===== config.mk =====
export PLATFORM = sky130hd
export DESIGN_NAME = lsvu_div_cell
export DESIGN_NICKNAME = d
export VERILOG_FILES = /design/src/hdl/levelset_voxel_update_defines.svh /design/src/hdl/lsvu_pkg.sv /design/src/hdl/lsvu_div_cell.sv
export SDC_FILE = /design/constraint.sdc
export NUM_CORES = 1
export LEC_CHECK = 0
export BUFFER_PORTS_ARGS = -buffer_cell sky130_fd_sc_hd__buf_4
export CAP_MARGIN = 0
export CORE_AREA = 10 10 224 226
export CTS_CLUSTER_DIAMETER = 50
export DETAILED_ROUTE_END_ITERATION = 7
export DIE_AREA = 0 0 234 236
export PLACE_DENSITY = 0.58
export SYNTH_ARGS = -nofsm -noshare
export SYNTH_HDL_FRONTEND = slang
export SYNTH_SLANG_ARGS = --single-unit

===== constraint.sdc =====
create_clock -name i_clk -period 7.51 [get_ports i_clk]
set_input_delay 0.751 -clock i_clk [delete_from_list [all_inputs] [get_ports i_clk]]
set_output_delay 0.751 -clock i_clk [all_outputs]
set_load 0.05 [all_outputs]

===== src/hdl/levelset_voxel_update_defines.svh =====
// Assertion macros for the level-set voxel update block.
// Used by the top level only; needs i_clk and i_rst_n in scope.
`ifndef LEVELSET_VOXEL_UPDATE_DEFINES_SVH
`define LEVELSET_VOXEL_UPDATE_DEFINES_SVH

// same-cycle implication, checked out of reset
`define LSVU_ASSERT_IMP(lbl, ante, cons, msg) \
    lbl: assert property (@(posedge i_clk) disable iff (!i_rst_n) (ante) |-> (cons)) \
        else $error(msg);

// next-cycle implication, checked out of reset
`define LSVU_ASSERT_NXT(lbl, ante, cons, msg) \
    lbl: assert property (@(posedge i_clk) disable iff (!i_rst_n) (ante) |=> (cons)) \
        else $error(msg);

`endif


===== src/hdl/lsvu_pkg.sv =====
// Package for the level-set voxel update: widths, payload structs,
// register indexes and the saturation helper. No dependencies.
`default_nettype none

package lsvu_pkg;

    localparam int DW = 32;          // data width
    localparam int FB = 16;          // fraction bits
    localparam int MW = 2 * DW;      // full product / radicand width
    localparam int RW = DW;          // root width
    localparam int QW = DW + 1;      // quotient bits worked out by the divider
    localparam int SW = MW + 2;      // width of sums of three products
    localparam int CFG_IDX_W = 3;

    localparam logic signed [DW-1:0] SMAX = {1'b0, {(DW-1){1'b1}}};
    localparam logic signed [DW-1:0] SMIN = {1'b1, {(DW-1){1'b0}}};
    localparam logic signed [SW-1:0] SMAX_W = SW'(SMAX);
    localparam logic signed [SW-1:0] SMIN_W = SW'(SMIN);

    typedef enum logic [CFG_IDX_W-1:0] {
        CFG_ADV_WEIGHT  = CFG_IDX_W'(0),
        CFG_INFL_WEIGHT = CFG_IDX_W'(1),
        CFG_CURV_WEIGHT = CFG_IDX_W'(2),
        CFG_STEP_SIZE   = CFG_IDX_W'(3)
    } t_cfg_idx;

    typedef struct packed {
        logic signed [DW-1:0] phi_in;
        logic signed [DW-1:0] grad_x;
        logic signed [DW-1:0] grad_y;
        logic signed [DW-1:0] grad_z;
        logic signed [DW-1:0] edge_grad_x;
        logic signed [DW-1:0] edge_grad_y;
        logic signed [DW-1:0] edge_grad_z;
        logic signed [DW-1:0] edge_value;
        logic signed [DW-1:0] hj_flux;
        logic signed [DW-1:0] mean_curvature;
    } t_in;

    typedef struct packed {
        logic signed [DW-1:0] phi_out;
        logic                 zero_gradient;
        logic                 saturated;
    } t_out;

    // data riding alongside the root and quotient cells
    typedef struct packed {
        logic signed [DW-1:0] phi;
        logic signed [DW-1:0] infl;
        logic signed [DW-1:0] curv;
        logic [MW-1:0]        dot_mag;
        logic                 dot_neg;
        logic                 zero;
        logic                 ovf;
        logic                 clip;
    } t_side;

    typedef struct packed {
        logic signed [DW-1:0] value;
        logic                 clip;
    } t_sat;

    function automatic t_sat f_sat(input logic signed [SW-1:0] x);
        t_sat r;
        r.clip = 1'b1;
        if (x > SMAX_W) begin
            r.value = SMAX;
        end else if (x < SMIN_W) begin
            r.value = SMIN;
        end else begin
            r.value = x[DW-1:0];
            r.clip  = 1'b0;
        end
        return r;
    endfunction

endpackage

`default_nettype wire


===== src/hdl/lsvu_div_cell.sv =====
// One cell of the restoring divider chain: settles one quotient bit.
// Depends on lsvu_pkg.
`default_nettype none

module lsvu_div_cell import lsvu_pkg::*; (
    input  wire logic          i_clk,
    input  wire logic          i_rst_n,
    input  wire logic          i_en,
    input  wire logic          i_valid,
    input  wire logic [DW-1:0] i_rem,
    input  wire logic [QW-1:0] i_num,
    input  wire logic [QW-1:0] i_quo,
    input  wire logic [RW-1:0] i_den,
    input  wire t_side         i_side,
    output logic               o_valid,
    output logic [DW-1:0]      o_rem,
    output logic [QW-1:0]      o_num,
    output logic [QW-1:0]      o_quo,
    output logic [RW-1:0]      o_den,
    output t_side              o_side
);

    logic          r_valid;
    logic [DW-1:0] r_rem, n_rem;
    logic [QW-1:0] r_num, n_num;
    logic [QW-1:0] r_quo, n_quo;
    logic [RW-1:0] r_den;
    t_side         r_side;
    logic [DW:0]   w_r2, w_den;
    logic          w_ge;

    always_comb begin
        w_r2  = {i_rem, i_num[QW-1]};
        w_den = {1'b0, i_den};
        w_ge  = (w_r2 >= w_den);
        n_rem = w_ge ? DW'(w_r2 - w_den) : DW'(w_r2);
        n_num = {i_num[QW-2:0], 1'b0};
        n_quo = {i_quo[QW-2:0], w_ge};
    end

    always_ff @(posedge i_clk) begin
        if (!i_rst_n) begin
            r_valid <= 1'b0;
        end else if (i_en) begin
            r_valid <= i_valid;
        end
    end

    always_ff @(posedge i_clk) begin
        if (i_en) begin
            r_rem  <= n_rem;
            r_num  <= n_num;
            r_quo  <= n_quo;
            r_den  <= i_den;
            r_side <= i_side;
        end
    end

    assign o_valid = r_valid;
    assign o_rem   = r_rem;
    assign o_num   = r_num;
    assign o_quo   = r_quo;
    assign o_den   = r_den;
    assign o_side  = r_side;

endmodule

`default_nettype wire


==> results.py <==
metrics = {
    "status": {
        "status": "completed",
    },
    "clock_network": {
        "numCtsBuffers": 42,
        "cts_resized": 0,
        "clkTransAtPathRegs_ns": 0.06,
        "clkSinkCount": 294,
        "cts_setup_buffers": 0,
        "postCtsHoldBufs": 0,
        "clk_latency_ns": 0.54,
        "clock-root-buffer": "clkbuf_16",
        "ctsHtreeMaxLevel": 2,
        "clock_path_buffers": 3,
        "cts_tree": "yes",
    },
    "drt": {
        "wirelength_um": 46800,
        "drc": 0,
        "routedWlPerCell_um": 24.5,
        "num_vias": 8053,
        "drtPass1Iterations": 5,
        "drtIter0Drc": 555,
        "viasPerCell": 4.23,
        "ant_nets": 0,
    },
    "global_route": {
        "grt_usage_pct": 15.9,
        "met1_usage_pct": 15.8,
        "grt-ovfl-total": 0,
        "antenna_found_initial": 15,
        "met2_usage_pct": 28.1,
        "first_global_vias": 8173,
        "use_met3_pct": 7.67,
        "grt_max_degree": 88,
        "top_usage_layer": "met2",
        "grt_pass1_wl_um": 62300,
    },
    "synthesis": {
        "yosysMostFrequentCell": "edfxtp_1",
        "syn_inst": 641,
        "synth_nets": 972,
        "synth_edf_count": 293,
        "syn_avg_cell_area_um2": 17.2,
        "ys_top_cells_by_count": "edfxtp_1, a21oi_1, inv_1",
        "ys_warn_count": 0,
        "ys_seq_elements": 294,
        "synthArstFlopShare_pct": 0,
        "netlist_top_cells_area": "edfxtp_1, ha_1, a21oi_1, inv_1, xnor2_1",
        "synth_ff_type": "edfxtp_1",
        "yosysTopAreaCell": "edfxtp_1",
        "synth_top_area_share_pct": 79.6,
        "synth_cell_types": 49,
        "synth_area_um2": 11100,
        "ys_seq_area_share_pct": 79.8,
    },
    "timing": {
        "whs_ns": 0.366,
        "rsz0062_at_grt": "false",
        "finalCriticalPeriod_ns": 3.84,
        "fmax_mhz": 261,
        "tightest_slew_ns": 1.11,
        "hold_viol_final": 0,
        "drv_slew": 0,
        "finalCritPeriodShare_pct": 51.1,
        "slew_headroom_pct": 26.2,
        "setup_tns_ns": 0,
        "skew_ns": 0,
        "setup_violations": 0,
    },
    "pwr": {
        "vdd_ir_drop_max_mv": 0.175,
        "leakage_uw": 0.00748,
        "clockPowerShare_pct": 38.4,
        "seq_power_share_pct": 39.3,
        "power_density_nw_per_um2": 291,
        "sw_frac_of_total_pct": 31.5,
        "comb_power_share_pct": 22.2,
        "p_switching_uw": 1620,
        "internal_power_uw": 3520,
    },
    "critical_path": {
        "critPathRequiredTime_ns": 7.80,
        "regToRegSetupSlack_ns": 6.88,
        "endpoint": "o_rem[8]",
        "ff2ff_path_depth": 2,
        "cp_max_fo": 43,
        "rr_endpoint": "o_valid",
        "critPathLaunchType": "input pin",
        "r2r-start": "o_valid",
        "end_kind": "flip-flop",
        "worstPathArrival_ns": 4.13,
        "critical_path_class": "in -> reg",
        "startpoint": "i_den[5]",
    },
    "die": {
        "dieArea_um2": 55200,
        "initial_utilization_pct": 24.1,
        "io_pins": 593,
        "core_um2": 45900,
        "die_w_um": 234,
        "rows": 79,
        "die_y_um": 236,
    },
    "layout": {
        "area_growth_pct": 59.4,
        "fin_util_pct": 38.4,
        "drive_above_1_share_pct": 52.2,
        "final_nets": 1592,
    },
    "job": {
        "max_cap_viol_count": 0,
    },
    "placed_design": {
        "place_hpwl_um": 38500,
        "io_buffer_count": 590,
        "place_congestion": 0.818,
    },
    "min_path": {
        "hp-class": "in -> reg",
    },
}
==> per-layer routing <==
layer,share of wire [%],up-vias
met4,3.1,20
met3,11,83
met2,52,366
met1,34,3882
li1,-,3702
met5,0.35,-
==> worst max-delay path: stages <==
cell and delay (ns):
buf_4 0.08, inv_1 0.04, ha_1 0.40, nand4_1 0.19, or4_1 0.53, a21oi_1 0.13
nor3_1 0.10, a211oi_2 0.26, o21ai_2 0.17, o31ai_4 0.54, buf_4 0.52, mux2_2 0.39
==> state kept, by name, indices dropped and copies added (netlist names) <==
name and cells:
o_side 164, o_valid 1, o_den 32, o_rem 32
o_quo 33, o_num 32
==> logic make-up (layout without fill, tap and decap cells) <==
| family | after synthesis | count (layout) | synth area share, % |
|---|---|---|---|
| compound gates | 118 | 118 | 6.66 |
| mux | 13 | 13 | 1.29 |
| flops | 294 | 294 | 79.8 |
| fa+ha+maj | 33 | 33 | 3.80 |
| buf+inv | 56 | 709 | 2.14 |
| other cells | 1 | 6 | 0.0339 |
| xor+xnor | 27 | 27 | 2.14 |
| simple gates | 99 | 99 | 4.15 |
==> how the worst min path moves through the flow <==
stage | cells past startpoint | from | end | slack (ns)
after floorplan | 2 | o_valid | o_valid | 0.74
after global placement | 2 | o_valid | o_valid | 0.51
after detailed placement | 2 | o_valid | o_valid | 0.55
after CTS | 1 | i_num[3] | o_num[4] | 0.32
after global routing | 1 | i_side[24] | o_side[24] | 0.32
final | 1 | i_quo[27] | o_quo[28] | 0.37
==> power groups by stage <==
stage	Combinational [µW]	Sequential (µW)	Clock (µW)
3_3_place_gp	1150	2050	0
2_1_floorplan	168	2550	0
3_5_place_dp	1160	2050	0
5_1_grt	1190	2030	2110
6_report	1140	2020	1970
4_1_cts	1160	2020	2040
==> layout make-up <==
type | count | area [µm²]
Fill cell | 4414 | 28200
Timing Repair Buffer | 594 | 4470
Tap cell | 607 | 759
Inverter | 38 | 143
Sequential cell | 294 | 8820
Antenna cell | 5 | 12.5
Clock inverter | 30 | 333
Clock buffer | 47 | 1090
Multi-Input combinational cell | 291 | 2000
==> metrics by stage <==
stage	setup WS (ns)	cell area, µm²	std cells	total power [µW]
5_1_grt	3.38	17600	1903	5330
2_1_floorplan	3.99	11100	641	2720
3_3_place_gp	3.05	16200	1824	3200
3_5_place_dp	3.09	16200	1824	3210
6_report	3.67	17600	1906	5130
4_1_cts	3.67	17600	1901	5220
==> placed cells by master, fill, tap and decap left out, types with 5 or more instances in the layout <==
| cell | instances |
|---|---|
| a21o_1 | 12 |
| a21oi_1 | 54 |
| a31oi_1 | 5 |
| buf_4 | 593 |
| clkbuf_16 | 43 |
| diode_2 | 5 |
| edfxtp_1 | 293 |
| ha_1 | 32 |
| inv_1 | 38 |
| inv_6 | 5 |
| mux2_2 | 6 |
| nand2_1 | 27 |
| nand3_1 | 8 |
| nand4_1 | 7 |
| nor2_1 | 36 |
| o21a_1 | 6 |
| o21ai_0 | 16 |
| xnor2_1 | 16 |
| xor2_1 | 11 |
Power figures use the tool's default switching activity.
