File: config.mk
export PLATFORM = sky130hd
export DESIGN_NAME = lsvu_sqrt_cell
export DESIGN_NICKNAME = d
export VERILOG_FILES = /design/src/hdl/levelset_voxel_update_defines.svh /design/src/hdl/lsvu_pkg.sv /design/src/hdl/lsvu_sqrt_cell.sv
export SDC_FILE = /design/constraint.sdc
export NUM_CORES = 1
export LEC_CHECK = 0
export BUFFER_PORTS_ARGS = -buffer_cell sky130_fd_sc_hd__buf_2
export CELL_PAD_IN_SITES_DETAIL_PLACEMENT = 0
export CELL_PAD_IN_SITES_GLOBAL_PLACEMENT = 2
export CORE_AREA = 2 2 227 229
export CTS_BUF_LIST = sky130_fd_sc_hd__clkbuf_4 sky130_fd_sc_hd__clkbuf_8
export DETAILED_ROUTE_END_ITERATION = 12
export DIE_AREA = 0 0 229 231
export PLACE_DENSITY = 0.64
export REMOVE_ABC_BUFFERS = 1
export SLEW_MARGIN = 40
export SYNTH_ARGS = -nofsm -noshare
export SYNTH_HDL_FRONTEND = slang
export SYNTH_SLANG_ARGS = --single-unit
File: constraint.sdc
create_clock -name i_clk -period 5.5 [get_ports i_clk]
set_clock_uncertainty 0.05 [all_clocks]
set_input_delay 1.375 -clock i_clk [delete_from_list [all_inputs] [get_ports i_clk]]
set_output_delay 1.375 -clock i_clk [all_outputs]
set_load 0.01 [all_outputs]
File: src/hdl/levelset_voxel_update_defines.svh
// Assertion macros for the level-set voxel update block.
// Used by the top level only; needs i_clk and i_rst_n in scope.
`ifndef LEVELSET_VOXEL_UPDATE_DEFINES_SVH
`define LEVELSET_VOXEL_UPDATE_DEFINES_SVH

// same-cycle implication, checked out of reset
`define LSVU_ASSERT_IMP(lbl, ante, cons, msg) \
    lbl: assert property (@(posedge i_clk) disable iff (!i_rst_n) (ante) |-> (cons)) \
        else $error(msg);

// next-cycle implication, checked out of reset
`define LSVU_ASSERT_NXT(lbl, ante, cons, msg) \
    lbl: assert property (@(posedge i_clk) disable iff (!i_rst_n) (ante) |=> (cons)) \
        else $error(msg);

`endif

File: src/hdl/lsvu_pkg.sv
// Package for the level-set voxel update: widths, payload structs,
// register indexes and the saturation helper. No dependencies.
`default_nettype none

package lsvu_pkg;

    localparam int DW = 32;          // data width
    localparam int FB = 16;          // fraction bits
    localparam int MW = 2 * DW;      // full product / radicand width
    localparam int RW = DW;          // root width
    localparam int QW = DW + 1;      // quotient bits worked out by the divider
    localparam int SW = MW + 2;      // width of sums of three products
    localparam int CFG_IDX_W = 3;

    localparam logic signed [DW-1:0] SMAX = {1'b0, {(DW-1){1'b1}}};
    localparam logic signed [DW-1:0] SMIN = {1'b1, {(DW-1){1'b0}}};
    localparam logic signed [SW-1:0] SMAX_W = SW'(SMAX);
    localparam logic signed [SW-1:0] SMIN_W = SW'(SMIN);

    typedef enum logic [CFG_IDX_W-1:0] {
        CFG_ADV_WEIGHT  = CFG_IDX_W'(0),
        CFG_INFL_WEIGHT = CFG_IDX_W'(1),
        CFG_CURV_WEIGHT = CFG_IDX_W'(2),
        CFG_STEP_SIZE   = CFG_IDX_W'(3)
    } t_cfg_idx;

    typedef struct packed {
        logic signed [DW-1:0] phi_in;
        logic signed [DW-1:0] grad_x;
        logic signed [DW-1:0] grad_y;
        logic signed [DW-1:0] grad_z;
        logic signed [DW-1:0] edge_grad_x;
        logic signed [DW-1:0] edge_grad_y;
        logic signed [DW-1:0] edge_grad_z;
        logic signed [DW-1:0] edge_value;
        logic signed [DW-1:0] hj_flux;
        logic signed [DW-1:0] mean_curvature;
    } t_in;

    typedef struct packed {
        logic signed [DW-1:0] phi_out;
        logic                 zero_gradient;
        logic                 saturated;
    } t_out;

    // data riding alongside the root and quotient cells
    typedef struct packed {
        logic signed [DW-1:0] phi;
        logic signed [DW-1:0] infl;
        logic signed [DW-1:0] curv;
        logic [MW-1:0]        dot_mag;
        logic                 dot_neg;
        logic                 zero;
        logic                 ovf;
        logic                 clip;
    } t_side;

    typedef struct packed {
        logic signed [DW-1:0] value;
        logic                 clip;
    } t_sat;

    function automatic t_sat f_sat(input logic signed [SW-1:0] x);
        t_sat r;
        r.clip = 1'b1;
        if (x > SMAX_W) begin
            r.value = SMAX;
        end else if (x < SMIN_W) begin
            r.value = SMIN;
        end else begin
            r.value = x[DW-1:0];
            r.clip  = 1'b0;
        end
        return r;
    endfunction

endpackage

`default_nettype wire

File: src/hdl/lsvu_sqrt_cell.sv
// One cell of the integer square root chain: settles one root bit.
// Depends on lsvu_pkg.
`default_nettype none

module lsvu_sqrt_cell import lsvu_pkg::*; (
    input  wire logic          i_clk,
    input  wire logic          i_rst_n,
    input  wire logic          i_en,
    input  wire logic          i_valid,
    input  wire logic [RW+1:0] i_rem,
    input  wire logic [RW-1:0] i_root,
    input  wire logic [MW-1:0] i_rad,
    input  wire t_side         i_side,
    output logic               o_valid,
    output logic [RW+1:0]      o_rem,
    output logic [RW-1:0]      o_root,
    output logic [MW-1:0]      o_rad,
    output t_side              o_side
);

    logic          r_valid;
    logic [RW+1:0] r_rem, n_rem;
    logic [RW-1:0] r_root, n_root;
    logic [MW-1:0] r_rad, n_rad;
    t_side         r_side;
    logic [RW+3:0] w_r2, w_trial;
    logic          w_ge;

    always_comb begin
        // bring down the next two radicand bits, try root*4+1
        w_r2    = {i_rem, i_rad[MW-1:MW-2]};
        w_trial = {2'b00, i_root, 2'b01};
        w_ge    = (w_r2 >= w_trial);
        n_rem   = w_ge ? (RW+2)'(w_r2 - w_trial) : (RW+2)'(w_r2);
        n_root  = {i_root[RW-2:0], w_ge};
        n_rad   = {i_rad[MW-3:0], 2'b00};
    end

    always_ff @(posedge i_clk) begin
        if (!i_rst_n) begin
            r_valid <= 1'b0;
        end else if (i_en) begin
            r_valid <= i_valid;
        end
    end

    always_ff @(posedge i_clk) begin
        if (i_en) begin
            r_rem  <= n_rem;
            r_root <= n_root;
            r_rad  <= n_rad;
            r_side <= i_side;
        end
    end

    assign o_valid = r_valid;
    assign o_rem   = r_rem;
    assign o_root  = r_root;
    assign o_rad   = r_rad;
    assign o_side  = r_side;

endmodule

`default_nettype wire

==> reports/metrics.csv, run 1 <==
stage,metric,value,unit
run_status,outcome,"finished, final reports clean",
clock_tree,cts_tree,yes,
cells_and_area,final_common_cell,buf_2,
sta,layout_setup_ws,1590,ps
cells_and_area,nFillCells,5255,
synth,yosysTopAreaCell,edfxtp_1,
global_routing,antenna_found_initial,19,
clock_tree,clkLatencyLatePin,600,ps
clock_tree,cts-resized-gates,0,
sta,timing.max_slew.rel_slack,0.554,
worst_setup_path,crit_chain,"buf_2, inv_1, ha_1, a21o_1, o41ai_1, o211ai_1, a211oi_1, o21a_2, buf_4, o21ai_1",
clock_tree,cts_hold_buf,0,
route,via_count,8291,
synth,yosysSeqAreaShare,0.786,
synth,synth-edff-count,292,
route,routed_wl,44600,um
floorplan,die-area,52900,um^2
power_and_ir_drop,worst_ir_drop_vdd,0.136,mV
cells_and_area,fin_nets,1630,
power_and_ir_drop,finalPower,5.61,mW
clock_tree,ctsHtreeMaxLevel,2,
cells_and_area,layout_common_cells,"buf_2, edfxtp_1, clkbuf_8",
floorplan,fp.dieW,229,um
synth,synth_seq_cells,293,
route,remaining_drc_errors,0,
floorplan,pin_count,593,
synth,synth.avg_cell_area,16.9,um^2
sta,setup_viol,0,
floorplan,core_area,50700,um^2
route,postRouteAntennaNets,0,
clock_tree,ctsRootBufferMaster,clkbuf_8,
placement,dp_hpwl,35700,um
cells_and_area,drive_gt1_frac,0.515,
route,first_pass_iters,4,
worst_setup_path,crit_path_start,i_root[7],
sta,worst_pin_slew,669,ps
synth,yosysUniqueCellTypes,58,
worst_setup_path,worstSetupEndpointType,register,
synth,yosysTopAreaCellShare,0.784,
power_and_ir_drop,p_per_area,349,nW/um^2
sta,timing.hold.ws,507,ps
placement,numPortBuffers,590,
flow_run,maxCapViolations,0,
global_routing,grt_pass1_wl,60800,um
worst_setup_path,cp_max_fo,28,
worst_setup_path,r2r_start,o_valid,
clock_tree,clock-sinks,293,
worst_setup_path,path_delay_family,compound AO/OA/AOI/OAI gates,
worst_hold_path,hp-class,register to register,
global_routing,grt_start_max_net_pins,101,
synth,netlist_instances,661,
worst_setup_path,cp-start-kind,primary input,
worst_setup_path,critPathRequiredTime,5790,ps
floorplan,rows,83,
cells_and_area,syn2layout_area_growth,43.6,%
global_routing,grt_pass1_vias,8273,
route,routed_via_density,4.09,
clock_tree,cts.clk_slew.worst_paths,60,ps
sta,finalSetupTns,0,ps
clock_tree,post_cts_buffers,0,
worst_setup_path,cpPeakStageDelay,590,ps
route,drt_iter0_markers,425,
floorplan,start_util,0.221,
synth,netlist_area,11200,um^2
worst_setup_path,cp_slowest_cell,o21a_2,
sta,fin_crit_sh,0.711,
route,wl_per_cell,22.0,um
sta,max_freq,256,MHz
worst_setup_path,critPathArrivalTime,4200,ps
global_routing,overflow,0,
worst_setup_path,critPathBufInv,3,
synth,synth_area_leaders,"edfxtp_1, ha_1, nand2_1",
power_and_ir_drop,p_leak,6.97,nW
clock_tree,cts_buffers,52,
synth,synthArstFlopShare,0,
floorplan,die_h,231,um
clock_tree,cts_buffer_depth,3,
sta,rsz0062_at_grt,false,
global_routing,grt.total_usage,0.161,
synth,yosysWarnings,0,
sta,finalHoldViolCount,0,
sta,fin_crit,3910,ps
worst_setup_path,worst-setup-path-type,primary input to register,
worst_hold_path,hp-start,o_valid,
placement,gp_congestion,0.894,
synth,synth_ff_type,edfxtp_1,
sta,slew_violations,0,
placement,post-place-ws,885,ps
## report_power, final
group	internal (mW)	leakage, nW	switching, mW
clock	1.10	0.552	0.957
sequential	2.69	2.87	0.0482
combinational	0.324	3.55	0.490
total	4.11	6.97	1.50
## synthesized netlist by cell type (all sizes together) (2+ instances only)
| library cell | number |
|---|---|
| nor3 | 8 |
| nand2 | 48 |
| a221oi | 2 |
| a21boi | 3 |
| nor2b | 3 |
| o31ai | 3 |
| and2 | 6 |
| and3 | 9 |
| a311oi | 2 |
| mux2i | 4 |
| nand4 | 7 |
| o31a | 2 |
| a31oi | 5 |
| nand3 | 4 |
| xor2 | 16 |
| a21o | 22 |
| mux2 | 3 |
| nand2b | 6 |
| o21a | 2 |
| buf | 9 |
| clkbuf | 5 |
| a31o | 2 |
| inv | 42 |
| edfxtp | 292 |
| nor2 | 14 |
| o211ai | 3 |
| o221ai | 2 |
| o21ai | 44 |
| ha | 34 |
| a21oi | 26 |
| o41ai | 3 |
| xnor2 | 12 |
## per-layer routing
metal,global-route usage,vias up,wire (um)
li1,-,3813,-
met1,0.173,4002,16400
met2,0.284,381,22800
met3,0.0704,81,4180
met4,0.0465,14,1100
met5,0,-,83
## metrics by stage
stage,instance area (um^2),util,cells
final,16100,0.317,2026
after global routing,16000,0.316,2021
after CTS,16000,0.316,2018
after detailed placement,15000,0.296,1924
after global placement,15000,0.296,1924
after floorplan,11100,-,648
## layout make-up
| type | count | area, um^2 | share of cell area |
|---|---|---|---|
| inverter | 42 | 158 | 0.00982 |
| antenna | 8 | 20.0 | 0.00125 |
| multi-input combinational | 313 | 2170 | 0.135 |
| clock buffer | 60 | 782 | 0.0487 |
| clock inverter | 34 | 250 | 0.0156 |
| timing repair buffer | 596 | 3030 | 0.189 |
| sequential | 293 | 8790 | 0.548 |
| tap | 680 | 851 | 0.0530 |
## registers in the layout (all words and copies together), names as in the netlist
name,cells
o_side,164
o_rad,62
o_rem,34
o_root,32
o_valid,1
## cells by family after synthesis
group | after synthesis | share of synthesized area
compound gates | 129 | 0.0772
simple gates | 113 | 0.0494
buf+inv | 56 | 0.0205
xor+xnor | 28 | 0.0219
fa+ha+maj | 34 | 0.0380
flops | 293 | 0.786
mux | 7 | 0.00660
other cells | 1 | 0.000335
## path summary, 6_finish.rpt
path          endpoint  slack, ps  cells after the start
max          o_rem[16]       1590                     10
max reg2reg    o_valid       4830                      2
min reg2reg    o_valid        510                      2
min            o_valid        510                      2
## worst reg2reg max path, cell delays in order (launching register included)
cell and delay (ps):
dfxtp_1 360, mux2i_1 80, nor2b_1 120
No activity file was read; power rests on OpenSTA's default activity.
==> run 2: changes to the inputs <==
ABC_AREA = 1   (was not set)
CORE_AREA = 2 2 231 233   (was 2 2 227 229)
DIE_AREA = 0 0 233 235   (was 0 0 229 231)
PLACE_DENSITY = 0.68   (was 0.64)
clock period = 4 ns   (was 5.5 ns; I/O delays follow)
==> run 2 against run 1 <==
Hold slack got worse by 19 ps. Worst setup slack got worse by 360 ps. Total power rose by 46%. Die area rose by 3.5%. Count of clock-buffer cells in the layout rose by 6. Synthesized cell count rose by 43%. Combinational power rose by 52%. Clock power rose by 53%. Non-clock buffer count did not move. First-iteration DRC count rose by 45%. Critical path depth rose by 4. Final area rose by 5.4%. Largest cell class unchanged. Largest power group unchanged.
==> reports/metrics.csv, run 2 <==
stage,metric,value,unit,change
sta,slew_violations,0,,unchanged
synth,synth_ff_type,edfxtp_1,,unchanged
route,wl_met3,7160,um,was 4180 um
synth,yosysSeqAreaShare,0.740,,was 0.786
clock_tree,cts_hold_buf,0,,unchanged
sta,timing.hold.ws,488,ps,was 507 ps
cells_and_area,multi_input_area,2490,um^2,was 2170 um^2
sta,fin_crit_sh,0.692,,
synth,yosysTopAreaCellShare,0.738,,was 0.784
floorplan,start_util,0.227,,was 0.221
placement,placed_area,15700,um^2,was 15000 um^2
clock_tree,clkLatencyLatePin,610,ps,was 600 ps
sta,timing.max_slew.rel_slack,0.528,,was 0.554
synth,synthArstFlopShare,0,,unchanged
clock_tree,ctsHtreeMaxLevel,2,,unchanged
sta,finalHoldViolCount,0,,unchanged
flow_run,maxCapViolations,0,,unchanged
cells_and_area,final_common_cell,buf_2,,unchanged
power_and_ir_drop,p_int,5.88,mW,was 4.11 mW
placement,gp_congestion,0.897,,was 0.894
clock_tree,clock-sinks,293,,unchanged
worst_setup_path,worst-setup-path-type,primary input to register,,unchanged
worst_setup_path,critPathArrivalTime,3090,ps,was 4200 ps
route,drt-met1-wl,22000,um,was 16400 um
route,routed_wl,60500,um,was 44600 um
worst_setup_path,crit_chain,"buf_2, inv_1, ha_1, nand2_1, nor2_2, nand2_1, nor2_2, nand2_1, a21oi_2, nor2_2, nand2_8, inv_4, nand2_1, nand2_1",,"was buf_2, inv_1, ha_1, a21o_1, o41ai_1, o211ai_1, a211oi_1, o21a_2, buf_4, o21ai_1"
route,top_layer,met5,,unchanged
clock_tree,ctsRootBufferMaster,clkbuf_8,,unchanged
cells_and_area,largest_register_ffs,164,,unchanged
floorplan,die-area,54800,um^2,was 52900 um^2
global_routing,grt_pass1_vias,9907,,was 8273
cells_and_area,regArea,8790,um^2,unchanged
sta,rsz0062_at_grt,false,,unchanged
worst_setup_path,cpPeakStageDelay,400,ps,was 590 ps
global_routing,antenna_found_initial,57,,was 19
power_and_ir_drop,worst_ir_drop_vdd,0.203,mV,was 0.136 mV
synth,yosysWarnings,0,,unchanged
synth,synth_area_leaders,"edfxtp_1, nand2_1, inv_1",,"was edfxtp_1, ha_1, nand2_1"
floorplan,fp.dieW,233,um,was 229 um
route,postRouteAntennaNets,0,,unchanged
floorplan,die_h,235,um,was 231 um
route,drt_iter0_markers,615,,was 425
sta,max_freq,361,MHz,
worst_setup_path,path_delay_family,simple AND/OR/NAND/NOR gates,,was compound AO/OA/AOI/OAI gates
cells_and_area,syn2layout_area_growth,42.5,%,was 43.6%
synth,synth.avg_cell_area,12.6,um^2,was 16.9 um^2
global_routing,grt_start_max_net_pins,81,,was 101
cells_and_area,nFillCells,5476,,was 5255
sta,finalSetupTns,0,ps,unchanged
floorplan,pin_count,593,,unchanged
worst_setup_path,cp_max_fo,37,,was 28
placement,numPortBuffers,590,,unchanged
clock_tree,cts_tree,yes,,unchanged
synth,synth_seq_cells,293,,unchanged
synth,synth_top_cells_by_count,"edfxtp_1, nand2_1, inv_1",,unchanged
route,first_pass_iters,7,,was 4
cells_and_area,final_cells,2339,,was 2026
worst_setup_path,critPathMostFrequentCell,nand2_1,,
global_routing,grt.total_usage,0.213,,was 0.161
worst_hold_path,hp-class,primary input to register,,was register to register
worst_setup_path,worstSetupEndpointType,register,,unchanged
cells_and_area,fin_area,16900,um^2,was 16100 um^2
cells_and_area,fin_nets,1922,,was 1630
clock_tree,cts.clk_slew.worst_paths,70,ps,was 60 ps
sta,worst_pin_slew,708,ps,was 669 ps
worst_setup_path,cp-start-kind,primary input,,unchanged
power_and_ir_drop,pwr-share-seq,0.463,,was 0.488
synth,yosysTopAreaCell,edfxtp_1,,unchanged
clock_tree,cts_buffer_depth,3,,unchanged
power_and_ir_drop,p_per_area,483,nW/um^2,was 349 nW/um^2
global_routing,grt_pass1_wl,79600,um,was 60800 um
synth,netlist_instances,943,,was 661
clock_tree,post_cts_buffers,0,,unchanged
cells_and_area,layout_common_cells,"buf_2, edfxtp_1, nand2_1",,"was buf_2, edfxtp_1, clkbuf_8"
placement,place_inst,2220,,was 1924
synth,yosysUniqueCellTypes,26,,was 58
placement,dp_hpwl,49800,um,was 35700 um
floorplan,core_area,52200,um^2,was 50700 um^2
worst_setup_path,rrSetupSlack,3280,ps,was 4830 ps
route,wl_met2,29300,um,was 22800 um
power_and_ir_drop,combPwrFrac,0.152,,was 0.145
synth,synth-edff-count,292,,unchanged
power_and_ir_drop,clkPwrFrac,0.385,,was 0.366
sta,fin_crit,2770,ps,
route,routed_via_density,4.17,,was 4.09
power_and_ir_drop,p_leak,7.92,nW,was 6.97 nW
route,via_count,9764,,was 8291
synth,yosysMostFrequentCell,edfxtp_1,,unchanged
power_and_ir_drop,swShare,0.280,,was 0.267
synth,netlist_area,11900,um^2,was 11200 um^2
power_and_ir_drop,p_sw,2.29,mW,was 1.50 mW
worst_setup_path,critPathBufInv,3,,unchanged
sta,setup_viol,0,,unchanged
cells_and_area,fin_util,0.324,,was 0.317
floorplan,rows,84,,was 83
clock_tree,cts_buffers,56,,was 52
worst_setup_path,critPathRequiredTime,4320,ps,was 5790 ps
cells_and_area,drive_gt1_frac,0.429,,was 0.515
worst_setup_path,cp_slowest_cell,ha_1,,was o21a_2
clock_tree,cts-resized-gates,0,,unchanged
global_routing,overflow,0,,unchanged
route,wl_per_cell,25.9,um,was 22.0 um
route,remaining_drc_errors,0,,unchanged
run_status,outcome,"finished, final reports clean",,unchanged
run 2: changes by cell type after synthesis, sizes merged, moves of 22 or more:
| cell | delta |
|---|---|
| inv | +99 |
| nand3 | +36 |
| nor2 | +45 |
| nand2 | +241 |
| a21o | -22 |
| o21ai | -31 |
run 2: through the flow:
stage,power (mW),setup slack (ps)
after global placement,5.11,537
after detailed placement,5.11,521
after floorplan,4.33,1270
after CTS,8.33,1230
final,8.17,1230
after global routing,8.52,1000
run 2: area by class of cell:
type | count | share of cell area
diodes | 16 | 0.00237
clock buffers | 66 | 0.0507
clock inverters | 37 | 0.0175
inverters | 141 | 0.0314
multi-input cells | 502 | 0.147
flip-flops and latches | 293 | 0.519
well taps | 688 | 0.0509
repair buffers | 596 | 0.181
run 2: power by group through the flow:
stage                     sequential (mW)  combinational, mW  clock (mW)
after floorplan                      3.98              0.350           0
after global placement               3.84               1.28           0
after detailed placement             3.83               1.28           0
after CTS                            3.78               1.28        3.26
after global routing                 3.80               1.35        3.37
final                                3.78               1.24        3.14
run 2: kinds of logic (layout without fill, tap and decap cells):
kind of cell               count (synthesis)  count (layout)  share of synthesized area
other                                      1              18                   0.000316
xor gates and xnor gates                  18              18                     0.0133
buffers and inverters                    149             840                     0.0508
and+or+nand+nor                          404             404                      0.140
adders and majority gates                 34              34                     0.0358
DFF                                      293             293                      0.740
AOI/OAI and AO/OA                         44              44                     0.0200
run 2: layer usage:
layer / vias to the layer above / GRT usage
met2: 431 / 0.358
met4: 48 / 0.0666
met1: 4668 / 0.229
met5: - / 0
li1: 4487 / -
met3: 130 / 0.113
run 2: final timing paths:
path,to,cells past startpoint,from
worst max register to register,o_valid,2,o_valid
worst max-delay path,o_rem[18],14,i_root[17]
worst min-delay path,o_rad[50],1,i_rad[48]
worst min register to register,o_valid,2,o_valid
==> run 3: changes to the inputs <==
CORE_AREA = not set   (was 2 2 231 233)
CORE_ASPECT_RATIO = 0.7   (was not set)
CORE_MARGIN = 2   (was not set)
CORE_UTILIZATION = 26   (was not set)
DIE_AREA = not set   (was 0 0 233 235)
PLACE_DENSITY = 0.79   (was 0.68)
clock period = 2.3 ns   (was 4 ns; I/O delays follow)
==> run 3 against run 2 <==
Final area is 4.6% higher. Wire length is 19% lower. Die area is 13% lower. Utilization is 6.9 points higher. Non-clock buffer count is 127 higher. Hold slack worse by 430 ps. Register-to-register slack worse by 1700 ps. Cell count is 0.86% higher. Largest cell class unchanged. Combinational power is 88% higher. Sequential power is 74% higher. Highest routed layer unchanged.
==> reports/metrics.csv, run 3 (synthesized netlist as in run 2, its figures left out) <==
stage,metric,value,unit,change
floorplan,pin_count,593,,unchanged
worst_setup_path,rr_endpoint,o_valid,,unchanged
power_and_ir_drop,worst_ir_drop_vdd,0.357,mV,was 0.203 mV
route,drt_iter0_markers,711,,was 615
cells_and_area,fin_util,0.393,,was 0.324
clock_tree,cts_buffers,49,,was 56
worst_setup_path,crit_chain,"buf_2, inv_1, ha_1, a21oi_1, nand2_1, nand2_1, nand2_1, a21oi_2, nand2_1, nand2_2, nand2_8, buf_4, nand3_1, nand2_1",,"was buf_2, inv_1, ha_1, nand2_1, nor2_2, nand2_1, nor2_2, nand2_1, a21oi_2, nor2_2, nand2_8, inv_4, nand2_1, nand2_1"
route,remaining_drc_errors,0,,unchanged
sta,finalHoldViolCount,0,,unchanged
worst_setup_path,worst-setup-path-type,primary input to register,,unchanged
floorplan,core_area,45100,um^2,was 52200 um^2
worst_setup_path,worstRegToRegCells,2,,unchanged
worst_setup_path,worstSetupEndpointType,register,,unchanged
cells_and_area,final_common_cell,buf_2,,unchanged
worst_setup_path,cp_max_fo,9,,was 37
clock_tree,post_cts_buffers,0,,unchanged
worst_setup_path,critPathMostFrequentCell,nand2_1,,unchanged
worst_setup_path,path_delay_family,simple AND/OR/NAND/NOR gates,,unchanged
cells_and_area,syn2layout_area_growth,49.1,%,was 42.5%
floorplan,die-area,47400,um^2,was 54800 um^2
worst_hold_path,min_path_cells,1,,unchanged
sta,timing.hold.ws,62.1,ps,was 488 ps
floorplan,rows,65,,was 84
sta,fin_crit_sh,0.909,,
clock_tree,clock-sinks,293,,unchanged
cells_and_area,layout_common_cells,"buf_2, edfxtp_1, nand2_1",,unchanged
power_and_ir_drop,p_per_area,802,nW/um^2,was 483 nW/um^2
global_routing,grt.total_usage,0.199,,was 0.213
worst_hold_path,hp-class,primary input to register,,unchanged
worst_setup_path,critPathBufInv,3,,unchanged
global_routing,grt_start_max_net_pins,79,,was 81
clock_tree,cts_buffer_depth,3,,unchanged
worst_setup_path,cp_num_cells,14,,unchanged
clock_tree,cts-resized-gates,0,,unchanged
worst_setup_path,critPathArrivalTime,2400,ps,was 3090 ps
clock_tree,cts.clk_slew.worst_paths,70,ps,about the same
cells_and_area,drive_gt1_frac,0.469,,was 0.429
run_status,outcome,"finished, final reports clean",,unchanged
clock_tree,clkLatencyLatePin,620,ps,was 610 ps
worst_setup_path,cpPeakStageDelay,370,ps,was 400 ps
route,via_count,9871,,was 9764
flow_run,maxCapViolations,0,,unchanged
global_routing,grt_pass1_wl,68000,um,was 79600 um
worst_setup_path,rrSetupSlack,1600,ps,was 3280 ps
global_routing,grt_pass1_vias,9957,,was 9907
worst_setup_path,cp_slowest_cell,ha_1,,unchanged
placement,dp_hpwl,39900,um,was 49800 um
sta,max_freq,478,MHz,
worst_setup_path,critPathRequiredTime,2610,ps,was 4320 ps
floorplan,start_util,0.264,,was 0.227
global_routing,overflow,0,,unchanged
sta,slew_violations,0,,unchanged
sta,rsz0062_at_grt,false,,unchanged
route,wl_per_cell,20.9,um,was 25.9 um
cells_and_area,fin_nets,2042,,was 1922
worst_hold_path,hp-start,i_rad[61],,was i_rad[48]
route,routed_wl,49300,um,was 60500 um
clock_tree,cts_hold_buf,0,,unchanged
clock_tree,ctsHtreeMaxLevel,2,,unchanged
floorplan,fp.dieW,259,um,was 233 um
route,first_pass_iters,5,,was 7
cells_and_area,nFillCells,4549,,was 5476
sta,setup_viol,0,,unchanged
sta,fin_crit,2090,ps,
worst_setup_path,r2r_start,o_valid,,unchanged
clock_tree,cts_tree,yes,,unchanged
route,routed_via_density,4.18,,was 4.17
route,postRouteAntennaNets,0,,unchanged
power_and_ir_drop,p_leak,8.49,nW,was 7.92 nW
cells_and_area,largest_register_ffs,164,,unchanged
clock_tree,ctsRootBufferMaster,clkbuf_8,,unchanged
worst_setup_path,cp-start-kind,primary input,,unchanged
worst_hold_path,holdPathEnd,o_rad[63],,was o_rad[50]
floorplan,die_h,183,um,was 235 um
global_routing,antenna_found_initial,24,,was 57
placement,numPortBuffers,590,,unchanged
placement,gp_congestion,0.879,,was 0.897
[run 3: changes by cell type in the layout (fill, tap and decap cells not counted), sizes merged]
cell,previous run,this run
clkbuf,66,59
diode,16,7
bufinv,5,7
clkinv,31,22
inv,142,143
buf,596,723
[run 3: worst reg2reg max path: cells and delay by family, from the launching register on]
| kind | cells | cell delay [ps] |
|---|---|---|
| AO/OA/AOI/OAI | 2 | 210 |
| flip-flops | 1 | 320 |
[run 3: layer usage]
| layer | share of wire | wire, um | vias to the layer above | track usage |
|---|---|---|---|---|
| li1 | - | - | 4711 | - |
| met1 | 0.41 | 20100 | 4659 | 0.247 |
| met2 | 0.47 | 23300 | 376 | 0.324 |
| met3 | 0.088 | 4340 | 93 | 0.0716 |
| met4 | 0.028 | 1380 | 32 | 0.0639 |
| met5 | 0.0042 | 207 | - | 0 |
[run 3: report_power, final]
group | total (mW) | switching, mW | leakage [nW] | internal (mW)
Sequential | 6.57 | 0.147 | 2.87 | 6.42
Clock | 5.30 | 2.32 | 0.576 | 2.98
Combinational | 2.33 | 1.36 | 5.05 | 0.971
[run 3: stage by stage]
| step | std cells | total power [mW] | area (um^2) | setup slack [ps] | TNS, ps |
|---|---|---|---|---|---|
| after floorplan | 936 | 7.52 | 11800 | -6.49 | -113 |
| after global placement | 2262 | 9.02 | 16600 | -443 | -14330 |
| after detailed placement | 2262 | 9.04 | 16600 | -442 | -14350 |
| after CTS | 2352 | 14.4 | 17700 | 235 | 0 |
| after global routing | 2356 | 14.9 | 17700 | 38.9 | 0 |
| final | 2359 | 14.2 | 17700 | 210 | 0 |
[run 3: how the worst max path moves through the flow]
stage               slack, ps        from   endpoint
floorplan                  -6  i_root[24]  o_rem[33]
global placement         -440  i_root[21]  o_rem[19]
detailed placement       -440   i_rem[21]  o_rem[31]
CTS                       230  i_root[21]  o_rem[29]
global route               40  i_root[17]  o_rem[10]
finish                    210  i_root[21]  o_rem[28]
[run 3: final cells by class]
type	count	area (um^2)	area share
Antenna cell	7	17.5	0.000989
Clock buffer	59	749	0.0423
Inverter	141	532	0.0300
Sequential cell	293	8790	0.496
Timing Repair Buffer	723	4020	0.227
Clock inverter	31	350	0.0198
Tap cell	603	754	0.0426
Multi-Input combinational cell	502	2490	0.141
